$ cat src/rtl/assert_macros.svh
// Assertion helpers included by activity_debounce_hysteresis_unit.
`ifndef ASSERT_MACROS_SVH
`define ASSERT_MACROS_SVH

// Checked on every clock edge while the block is out of reset.
`define ASSERT_CLK(label, prop, msg) \
    label: assert property (@(posedge i_clk) disable iff (!i_rst_n) prop) else $error(msg);

// Checked on every clock edge, reset included.
`define ASSERT_ANY(label, prop, msg) \
    label: assert property (@(posedge i_clk) prop) else $error(msg);

`endif

$ cat src/rtl/adh_pkg.sv
package adh_pkg;

    // Slot table size and field widths.
    localparam int SLOTS      = 8;
    localparam int SLOT_W     = 3;
    localparam int IDX_W      = (SLOTS > 1) ? $clog2(SLOTS) : 1;
    localparam int TIME_W     = 32;
    localparam int RUN_W      = 4;
    localparam int FLAP_W     = 8;
    localparam int NEED_W     = 3;
    localparam int DEB_W      = 16;
    localparam int WIN_W      = 20;
    localparam int LIMIT_W    = 8;
    localparam int CFG_IDX_W  = 3;
    localparam int CFG_DATA_W = 20;

    // Saturation limits of the per-slot counters.
    localparam logic [RUN_W-1:0]  RUN_MAX  = '1;
    localparam logic [FLAP_W-1:0] FLAP_MAX = '1;

    // Register values after reset.
    localparam logic [DEB_W-1:0]   DEBOUNCE_RST     = DEB_W'(3000);
    localparam logic [DEB_W-1:0]   EXT_DEBOUNCE_RST = DEB_W'(8000);
    localparam logic [DEB_W-1:0]   HOLD_RST         = DEB_W'(5000);
    localparam logic [WIN_W-1:0]   FLAP_WINDOW_RST  = WIN_W'(10000);
    localparam logic [LIMIT_W-1:0] FLAP_LIMIT_RST   = LIMIT_W'(5);
    localparam logic [NEED_W-1:0]  NEED_ACTIVE_RST  = NEED_W'(2);
    localparam logic [NEED_W-1:0]  NEED_INACTIVE_RST = NEED_W'(4);

    // Configuration register indexes.
    typedef enum logic [CFG_IDX_W-1:0] {
        CFG_DEBOUNCE      = 3'd0,
        CFG_EXT_DEBOUNCE  = 3'd1,
        CFG_HOLD          = 3'd2,
        CFG_FLAP_WINDOW   = 3'd3,
        CFG_FLAP_LIMIT    = 3'd4,
        CFG_NEED_ACTIVE   = 3'd5,
        CFG_NEED_INACTIVE = 3'd6
    } t_cfg_idx;

    // One poll as carried on the input channel.
    typedef struct packed {
        logic [SLOT_W-1:0] slot;
        logic              is_wireless;
        logic              raw_active;
        logic [TIME_W-1:0] now_ms;
    } t_poll;

    // Tracking state of one slot.
    typedef struct packed {
        logic              confirmed_active;
        logic              reported_active;
        logic [TIME_W-1:0] change_time;
        logic [TIME_W-1:0] activity_time;
        logic [TIME_W-1:0] window_start;
        logic [RUN_W-1:0]  active_run;
        logic [RUN_W-1:0]  inactive_run;
        logic [FLAP_W-1:0] flap_count;
    } t_slot_state;

    // Increment that stops at the given cap.
    function automatic logic [RUN_W-1:0] sat_inc_run(input logic [RUN_W-1:0] v,
                                                     input logic [RUN_W-1:0] cap);
        return (v >= cap) ? cap : v + RUN_W'(1);
    endfunction

endpackage

$ cat src/rtl/adh_poll_if.sv
interface adh_poll_if;
    logic                        valid;
    logic                        ready;
    logic [adh_pkg::SLOT_W-1:0]  slot;
    logic                        is_wireless;
    logic                        raw_active;
    logic [adh_pkg::TIME_W-1:0]  now_ms;

    modport source (output valid, output slot, output is_wireless, output raw_active,
                    output now_ms, input ready);
    modport sink   (input valid, input slot, input is_wireless, input raw_active,
                    input now_ms, output ready);
endinterface

$ cat src/rtl/adh_report_if.sv
interface adh_report_if;
    logic valid;
    logic ready;
    logic report_active;

    modport source (output valid, output report_active, input ready);
    modport sink   (input valid, input report_active, output ready);
endinterface

$ cat src/rtl/activity_debounce_hysteresis_unit.sv
// Per-slot activity qualifier.
// Polls arrive on i_poll (valid/ready); each carries a slot number, a wireless
// flag, a raw activity bit and a free-running millisecond timestamp. Every
// accepted poll yields exactly one transaction on o_report with the qualified
// activity bit, in poll order. Non-wireless polls return the raw bit and leave
// the slot state alone; wireless polls run the count hysteresis, hold time and
// flap-extended debounce against the slot's stored state.
// A poll is captured in an input register, evaluated combinationally against
// the slot table, and its result lands in the output register when that is
// free or being emptied. One poll per cycle is sustained while not stalled;
// the slot table is written in the cycle the result is registered, so a
// following poll to the same slot sees the update with no bubble.
// When the receiver stalls, the output register holds its result and the
// input register still takes one more poll; after that i_poll.ready falls
// until the result is taken.
// Reset empties both pipeline registers, marks all slots unseen and loads the
// register defaults. Configuration writes on i_cfg_* take effect at the next
// edge and are expected only while no poll is in flight.
module activity_debounce_hysteresis_unit (
    input  logic                             i_clk,
    input  logic                             i_rst_n,
    adh_poll_if.sink                         i_poll,
    adh_report_if.source                     o_report,
    input  logic                             i_cfg_we,
    input  logic [adh_pkg::CFG_IDX_W-1:0]    i_cfg_idx,
    input  logic [adh_pkg::CFG_DATA_W-1:0]   i_cfg_data
);

    // Configuration registers.
    logic [adh_pkg::DEB_W-1:0]   r_debounce_ms;
    logic [adh_pkg::DEB_W-1:0]   r_ext_debounce_ms;
    logic [adh_pkg::DEB_W-1:0]   r_hold_ms;
    logic [adh_pkg::WIN_W-1:0]   r_flap_window_ms;
    logic [adh_pkg::LIMIT_W-1:0] r_flap_limit;
    logic [adh_pkg::NEED_W-1:0]  r_need_active;
    logic [adh_pkg::NEED_W-1:0]  r_need_inactive;

    // Slot table.
    logic [adh_pkg::SLOTS-1:0]  r_slot_valid;
    adh_pkg::t_slot_state       r_state [adh_pkg::SLOTS];

    // Pipeline registers.
    logic                       r_in_valid;
    adh_pkg::t_poll             r_in;
    logic                       r_out_valid;
    logic                       r_out_active;

    // Evaluation signals.
    logic                       w_advance;
    logic                       w_in_take;
    logic                       w_tracked;
    logic [adh_pkg::IDX_W-1:0]  w_idx;
    adh_pkg::t_slot_state       w_cur;
    adh_pkg::t_slot_state       n_state;
    logic                       n_out_active;
    logic [adh_pkg::TIME_W-1:0] w_since_change;
    logic [adh_pkg::TIME_W-1:0] w_since_act;
    logic [adh_pkg::TIME_W-1:0] w_since_window;
    logic [adh_pkg::FLAP_W-1:0] w_flap;
    logic [adh_pkg::DEB_W-1:0]  w_eff_debounce;
    logic                       w_in_hold;
    logic [adh_pkg::RUN_W-1:0]  w_run;

    // Handshake: the input register drains whenever the output register is
    // free or being emptied in the same cycle.
    assign w_advance      = r_in_valid && (!r_out_valid || o_report.ready);
    assign i_poll.ready   = !r_in_valid || w_advance;
    assign w_in_take      = i_poll.valid && i_poll.ready;
    assign o_report.valid = r_out_valid;
    assign o_report.report_active = r_out_active;

    // Only wireless polls to an existing slot touch the table.
    assign w_tracked = r_in.is_wireless && (int'(r_in.slot) < adh_pkg::SLOTS);
    assign w_idx     = adh_pkg::IDX_W'(r_in.slot);

    // Qualification rule for the poll held in the input register.
    always_comb begin
        w_cur = r_state[w_idx];
        if (!r_slot_valid[w_idx]) begin
            w_cur.confirmed_active = 1'b0;
            w_cur.reported_active  = 1'b0;
            w_cur.change_time      = r_in.now_ms;
            w_cur.activity_time    = r_in.now_ms;
            w_cur.window_start     = r_in.now_ms;
            w_cur.active_run       = '0;
            w_cur.inactive_run     = '0;
            w_cur.flap_count       = '0;
        end

        w_since_change = r_in.now_ms - w_cur.change_time;
        w_since_act    = r_in.now_ms - w_cur.activity_time;
        w_since_window = r_in.now_ms - w_cur.window_start;
        w_in_hold      = w_since_act < adh_pkg::TIME_W'(r_hold_ms);

        n_state = w_cur;

        // Restart the flap window once it has run out.
        if (w_since_window > adh_pkg::TIME_W'(r_flap_window_ms)) begin
            n_state.flap_count   = '0;
            n_state.window_start = r_in.now_ms;
        end
        w_flap = n_state.flap_count;
        if (r_in.raw_active) begin
            n_state.activity_time = r_in.now_ms;
        end
        w_eff_debounce = (w_flap >= r_flap_limit) ? r_ext_debounce_ms : r_debounce_ms;

        w_run        = '0;
        n_out_active = w_cur.reported_active;

        if (r_in.raw_active != w_cur.confirmed_active) begin
            // Raw bit disagrees with the confirmed state: count a flap.
            n_state.flap_count = (w_flap >= adh_pkg::FLAP_MAX) ? adh_pkg::FLAP_MAX
                                                               : w_flap + adh_pkg::FLAP_W'(1);
            if (r_in.raw_active) begin
                w_run = adh_pkg::sat_inc_run(w_cur.active_run, adh_pkg::RUN_MAX);
                n_state.active_run   = w_run;
                n_state.inactive_run = '0;
                if (w_run >= adh_pkg::RUN_W'(r_need_active)) begin
                    n_state.confirmed_active = 1'b1;
                    n_state.reported_active  = 1'b1;
                    n_state.change_time      = r_in.now_ms;
                    n_out_active             = 1'b1;
                end
            end else begin
                w_run = adh_pkg::sat_inc_run(w_cur.inactive_run, adh_pkg::RUN_MAX);
                n_state.inactive_run = w_run;
                n_state.active_run   = '0;
                if (w_in_hold) begin
                    n_out_active = 1'b1;
                end else if (w_since_change < adh_pkg::TIME_W'(w_eff_debounce)) begin
                    n_out_active = w_cur.reported_active;
                end else if (w_run >= adh_pkg::RUN_W'(r_need_inactive)) begin
                    n_state.confirmed_active = 1'b0;
                    n_state.reported_active  = 1'b0;
                    n_state.change_time      = r_in.now_ms;
                    n_out_active             = 1'b0;
                end
            end
        end else if (r_in.raw_active) begin
            // Steady active: run capped just above the threshold.
            w_run = adh_pkg::sat_inc_run(w_cur.active_run,
                                         adh_pkg::RUN_W'(r_need_active) + adh_pkg::RUN_W'(1));
            n_state.inactive_run = '0;
            n_state.active_run   = w_run;
            if (w_run >= adh_pkg::RUN_W'(r_need_active)) begin
                n_state.reported_active = 1'b1;
                n_out_active            = 1'b1;
            end
        end else if (w_in_hold) begin
            n_out_active = 1'b1;
        end else begin
            // Steady inactive outside the hold time.
            w_run = adh_pkg::sat_inc_run(w_cur.inactive_run,
                                         adh_pkg::RUN_W'(r_need_inactive) + adh_pkg::RUN_W'(1));
            n_state.active_run   = '0;
            n_state.inactive_run = w_run;
        end

        if (!w_tracked) begin
            n_out_active = r_in.raw_active;
        end
    end

    // Configuration writes; indexes beyond the list are ignored.
    always_ff @(posedge i_clk) begin
        if (!i_rst_n) begin
            r_debounce_ms     <= adh_pkg::DEBOUNCE_RST;
            r_ext_debounce_ms <= adh_pkg::EXT_DEBOUNCE_RST;
            r_hold_ms         <= adh_pkg::HOLD_RST;
            r_flap_window_ms  <= adh_pkg::FLAP_WINDOW_RST;
            r_flap_limit      <= adh_pkg::FLAP_LIMIT_RST;
            r_need_active     <= adh_pkg::NEED_ACTIVE_RST;
            r_need_inactive   <= adh_pkg::NEED_INACTIVE_RST;
        end else if (i_cfg_we) begin
            unique case (adh_pkg::t_cfg_idx'(i_cfg_idx))
                adh_pkg::CFG_DEBOUNCE: begin
                    r_debounce_ms <= i_cfg_data[adh_pkg::DEB_W-1:0];
                end
                adh_pkg::CFG_EXT_DEBOUNCE: begin
                    r_ext_debounce_ms <= i_cfg_data[adh_pkg::DEB_W-1:0];
                end
                adh_pkg::CFG_HOLD: begin
                    r_hold_ms <= i_cfg_data[adh_pkg::DEB_W-1:0];
                end
                adh_pkg::CFG_FLAP_WINDOW: begin
                    r_flap_window_ms <= i_cfg_data[adh_pkg::WIN_W-1:0];
                end
                adh_pkg::CFG_FLAP_LIMIT: begin
                    r_flap_limit <= i_cfg_data[adh_pkg::LIMIT_W-1:0];
                end
                adh_pkg::CFG_NEED_ACTIVE: begin
                    r_need_active <= i_cfg_data[adh_pkg::NEED_W-1:0];
                end
                adh_pkg::CFG_NEED_INACTIVE: begin
                    r_need_inactive <= i_cfg_data[adh_pkg::NEED_W-1:0];
                end
                default: begin
                end
            endcase
        end
    end

    // Input and output pipeline registers.
    always_ff @(posedge i_clk) begin
        if (!i_rst_n) begin
            r_in_valid  <= 1'b0;
            r_out_valid <= 1'b0;
        end else begin
            if (w_in_take) begin
                r_in_valid <= 1'b1;
            end else if (w_advance) begin
                r_in_valid <= 1'b0;
            end
            if (w_advance) begin
                r_out_valid <= 1'b1;
            end else if (o_report.ready) begin
                r_out_valid <= 1'b0;
            end
        end
    end

    // Payload registers carry no reset.
    always_ff @(posedge i_clk) begin
        if (w_in_take) begin
            r_in.slot        <= i_poll.slot;
            r_in.is_wireless <= i_poll.is_wireless;
            r_in.raw_active  <= i_poll.raw_active;
            r_in.now_ms      <= i_poll.now_ms;
        end
        if (w_advance) begin
            r_out_active <= n_out_active;
        end
    end

    // Slot seen flags.
    always_ff @(posedge i_clk) begin
        if (!i_rst_n) begin
            r_slot_valid <= '0;
        end else if (w_advance && w_tracked) begin
            r_slot_valid[w_idx] <= 1'b1;
        end
    end

    // Slot state, written as the result is registered.
    always_ff @(posedge i_clk) begin
        if (w_advance && w_tracked) begin
            r_state[w_idx] <= n_state;
        end
    end

`include "assert_macros.svh"

    `ASSERT_ANY(a_rst_empties_pipe, !i_rst_n |=> (!r_in_valid && !r_out_valid), "pipeline not empty after reset")
    `ASSERT_CLK(a_no_overrun, (r_in_valid && r_out_valid && !o_report.ready) |-> !i_poll.ready, "poll taken while pipeline is full")
    `ASSERT_CLK(a_bypass_raw, (w_advance && !r_in.is_wireless) |=> (r_out_active == $past(r_in.raw_active)), "non-wireless poll result differs from raw bit")
    `ASSERT_CLK(a_seen_sticky, 1'b1 |=> (($past(r_slot_valid) & ~r_slot_valid) == '0), "slot seen flag cleared outside reset")

endmodule
$ cat src/flat_wrapper.sv
// flat-port wrapper written by rule: the top's interface ports become plain ports
module activity_debounce_hysteresis_unit_flat 
  (i_clk, i_rst_n, i_cfg_we, i_cfg_idx, i_cfg_data, i_poll_valid, i_poll_slot, i_poll_is_wireless, i_poll_raw_active, i_poll_now_ms, i_poll_ready, o_report_valid, o_report_report_active, o_report_ready);
  adh_poll_if i_poll_i ();
  adh_report_if o_report_i ();
  input  logic i_clk;
  input  logic i_rst_n;
  input  logic i_cfg_we;
  input  logic [adh_pkg::CFG_IDX_W-1:0] i_cfg_idx;
  input  logic [adh_pkg::CFG_DATA_W-1:0] i_cfg_data;
  input wire logic [$bits(i_poll_i.valid)-1:0] i_poll_valid;
  input wire logic [$bits(i_poll_i.slot)-1:0] i_poll_slot;
  input wire logic [$bits(i_poll_i.is_wireless)-1:0] i_poll_is_wireless;
  input wire logic [$bits(i_poll_i.raw_active)-1:0] i_poll_raw_active;
  input wire logic [$bits(i_poll_i.now_ms)-1:0] i_poll_now_ms;
  output wire logic [$bits(i_poll_i.ready)-1:0] i_poll_ready;
  output wire logic [$bits(o_report_i.valid)-1:0] o_report_valid;
  output wire logic [$bits(o_report_i.report_active)-1:0] o_report_report_active;
  input wire logic [$bits(o_report_i.ready)-1:0] o_report_ready;
  assign i_poll_i.valid = i_poll_valid;
  assign i_poll_i.slot = i_poll_slot;
  assign i_poll_i.is_wireless = i_poll_is_wireless;
  assign i_poll_i.raw_active = i_poll_raw_active;
  assign i_poll_i.now_ms = i_poll_now_ms;
  assign i_poll_ready = i_poll_i.ready;
  assign o_report_valid = o_report_i.valid;
  assign o_report_report_active = o_report_i.report_active;
  assign o_report_i.ready = o_report_ready;
  activity_debounce_hysteresis_unit u_core (.i_clk(i_clk), .i_rst_n(i_rst_n), .i_poll(i_poll_i), .o_report(o_report_i), .i_cfg_we(i_cfg_we), .i_cfg_idx(i_cfg_idx), .i_cfg_data(i_cfg_data));
endmodule
$ cat config.mk
export PLATFORM = sky130hd
export DESIGN_NAME = activity_debounce_hysteresis_unit_flat
export DESIGN_NICKNAME = d
export VERILOG_FILES = /design/src/rtl/adh_pkg.sv /design/src/rtl/adh_poll_if.sv /design/src/rtl/adh_report_if.sv /design/src/rtl/activity_debounce_hysteresis_unit.sv /design/src/flat_wrapper.sv
export VERILOG_INCLUDE_DIRS = /design/src /design/src/rtl
export SDC_FILE = /design/constraint.sdc
export NUM_CORES = 2
export LEC_CHECK = 0
export ABC_CLOCK_PERIOD_IN_PS = 14830
export BUFFER_PORTS_ARGS = -buffer_cell sky130_fd_sc_hd__buf_2
export CAP_MARGIN = 10
export CORE_MARGIN = 2
export CORE_UTILIZATION = 45
export CTS_BUF_LIST = sky130_fd_sc_hd__clkbuf_4
export DETAILED_ROUTE_END_ITERATION = 6
export PLACE_DENSITY = 0.6
export SYNTH_ARGS = -nofsm -noshare
export SYNTH_HDL_FRONTEND = slang
export SYNTH_SLANG_ARGS = --single-unit
$ cat constraint.sdc
create_clock -name i_clk -period 14.83 [get_ports i_clk]
set_input_delay 2.2245 -clock i_clk [delete_from_list [all_inputs] [get_ports i_clk]]
set_output_delay 2.2245 -clock i_clk [all_outputs]
set_load 0.05 [all_outputs]
==> reports/qor.yml <==
avgRoutedWirePerCell_um: 25.0
switching_power_uw: 1810
area_delta_synth_final_pct: 11.3
synth_edf_count: 950
pin_count: 68
synthesis.area_um2: 49100
critPathKind: "flop to flop"
hold_viol: 0
die_area_um2: 112000
num_rows: 121
synth.net_count: 3542
nFillCells: 9192
hold_buffers: 0
worst_hold_slack_ns: 0.462
grt_max_degree: 116
postRouteAntennaNets: 0
cts_resized: 0
dp_slack_ns: 1.21
holdCritPathClass: "flop to flop"
swShare_pct: 26.6
die_w_um: 334
r2r_start: "u_core.w_idx[2]"
cts_buffers: 294
p_int_uw: 4990
skew_ns: 0.0971
synth-async-reset-ratio_pct: 0
via_per_inst: 5.85
clkSinkCount: 1045
critical-path-max-stage-delay_ns: 0.59
synthCells: 3300
setup_violations: 0
ff2ff_path_depth: 44
core_um2: 109000
dp_hpwl_mm: 81.7
synthTopCellsByArea: "edfxtp_1 58%, mux4_2 10%, ha_1 4.4%"
totalWireLength_mm: 130
leakage_uw: 0.0199
start_util_pct: 45.2
power_uw: 6800
cts-htree-levels: 5
drc_errors: 0
grt.met3_usage_pct: 4.11
path_depth: 44
min_period_ns: 13.68
nNetsFinal: 3810
ys_warn_count: 0
insertion_delay_ns: 1.17
grt.overflow.total: 0
cts_buffer_depth: 4
layout-drive-gt1-share_pct: 22.7
setup_ws_ns: 1.15
cpMaxStageDelayCell: "a221oi_4"
cp.required_ns: 15.65
use_met1_pct: 31.1
worst-path-buf-inv: 3
crit_family: "compound AO/OA/AOI/OAI gates"
p_clk_share_pct: 36.3
p_comb_share_pct: 14.8
rr_endpoint: "u_core.r_state[6][104]"
gp_congestion: 0.915
final_common_cell: "edfxtp_1"
timing.fmax_mhz: 73.1
grt_setup_unrepaired: "false"
vdd.ir_drop.worst_uv: 67.3
cpMostUsedCell: "a21oi_1"
syn_area_per_cell_um2: 14.9
post-cts-setup-buffers: 0
drtPass1Iterations: 6
gr-usage-all-layers_pct: 23.2
final_cells: 5189
gr-usage-met2_pct: 37.8
final_cell_mix: "950 x edfxtp_1, 414 x clkbuf_4, 301 x nand2_1"
synth_ff_type: "edfxtp_1"
finalCritPeriodShare_pct: 92.2
tns_ns: 0
busiest_layer: "met2"
synth_cell_type_count: 87
path_clk_slew_ns: 0.06
slew_violations: 0
grt_pass1_vias: 31100
crit_end: "u_core.r_state[6][104]"
cts_tree: "built"
yosys.area.top_type: "edfxtp_1"
antenna_found_initial: 5
maxSlewHeadroom_pct: 21.4
seqPwrFrac_pct: 49.0
drt_iter0_drc: 2407
port_buffers: 67
route.vias.total: 30400
grt_pass1_wl_mm: 193
worst-path-max-fanout: 56
ys_seq_elements: 1045
power_density_nw_per_um2: 125
clock_tree.root_cell: "clkbuf_4"
die_y_um: 334
cp-start-kind: "flop"
outcome: "complete, no violations"
synth.top_cell.area_share_pct: 58.2
max_slew.worst_pin.slew_ns: 1.16
ys_seq_area_share_pct: 62.0
crit_arrival_ns: 14.50
cap_viol_max_count: 0
r2r_slack_ns: 1.15
cp-end-kind: "flop"
dp.cells: 4686
cp-startpoint: "u_core.w_idx[2]"
[layout make-up]
cell class,count,area (um^2),share of cell area [%]
Clock buffer,414,3110,5.69
Tap cell,1414,1770,3.24
Antenna cell,9,22.5,0.0413
Inverter,110,413,0.756
Timing Repair Buffer,117,836,1.53
Clock inverter,80,372,0.681
Multi-Input combinational cell,2000,17600,32.3
Sequential cell,1045,30400,55.8
[synthesized netlist by cell type, drive strengths merged (7+ instances only)]
master,n
buf,52
inv,110
nor2b,21
a21oi,137
edfxtp,950
o21ai,102
mux2i,206
o21a,32
nor4,11
a211oi,22
nor2,126
a21boi,55
a211o,15
nand3b,7
mux2,18
xnor2,43
mux4,226
o31ai,12
o21bai,11
nand2,301
dfxtp,95
nand2b,28
or2,17
nand4,27
xor2,26
and2,8
a21o,130
ha,174
and3,13
clkbuf,91
or3,12
nand3,63
a31oi,8
o211ai,24
or4,8
nor3,33
[stage by stage]
stage	util, %	cell area (um^2)
after CTS	50.3	54600
after global routing	50.3	54600
after global placement	47.1	51100
final	50.3	54600
after floorplan	-	49100
after detailed placement	47.1	51100
[power by group through the flow]
stage | sequential, uW | clock (uW) | combinational, uW
2_1_floorplan | 3360 | 0 | 714
3_3_place_gp | 3390 | 0 | 978
3_5_place_dp | 3390 | 0 | 995
4_1_cts | 3330 | 2550 | 1000
5_1_grt | 3330 | 2710 | 1090
6_report | 3330 | 2470 | 1000
[cell families (layout without fill, tap and decap cells)]
family	after synthesis	count (layout)	synth area share, %
AO/OA/AOI/OAI	610	610	8.38
XOR/XNOR	69	69	1.23
adder cells (fa/ha/maj)	177	177	4.56
buffers and inverters	255	721	2.22
flip-flops	1045	1045	62.0
multiplexers	450	450	15.0
other	0	9	0
AND/OR/NAND/NOR	694	694	6.58
[state kept, by name (all words and copies together), names as in the netlist, named ones only]
name / cells
u_core.r_ext_debounce_ms: 16
u_core.r_in_valid: 1
u_core.r_state: 912
u_core.r_flap_limit: 8
u_core.r_hold_ms: 16
u_core.w_idx: 3
u_core.r_slot_valid: 8
u_core.r_need_inactive: 3
u_core.w_tracked: 1
u_core.o_report.valid: 1
u_core.r_flap_window_ms: 20
u_core.r_need_active: 3
u_core.o_report.report_active: 1
u_core.r_debounce_ms: 16
u_core.r_in: 33
[worst min-delay path by stage]
stage | start | to | slack, ns | depth (start not counted)
6_report | u_core.r_slot_valid[7] | u_core.r_slot_valid[7] | 0.46 | 1
3_3_place_gp | u_core.r_slot_valid[7] | u_core.r_slot_valid[7] | 0.45 | 1
3_5_place_dp | u_core.r_slot_valid[7] | u_core.r_slot_valid[7] | 0.45 | 1
2_1_floorplan | u_core.r_slot_valid[6] | u_core.r_slot_valid[6] | 0.43 | 1
5_1_grt | u_core.r_slot_valid[7] | u_core.r_slot_valid[7] | 0.48 | 1
4_1_cts | u_core.r_slot_valid[7] | u_core.r_slot_valid[7] | 0.47 | 1
[routing by layer]
metal | vias to the layer above | wire length, um
met1 | 15400 | 55800
li1 | 13700 | -
met4 | 6 | 4280
met3 | 245 | 7090
met2 | 1035 | 62500
met5 | - | 34
No activity file was read; power rests on OpenSTA's default activity.
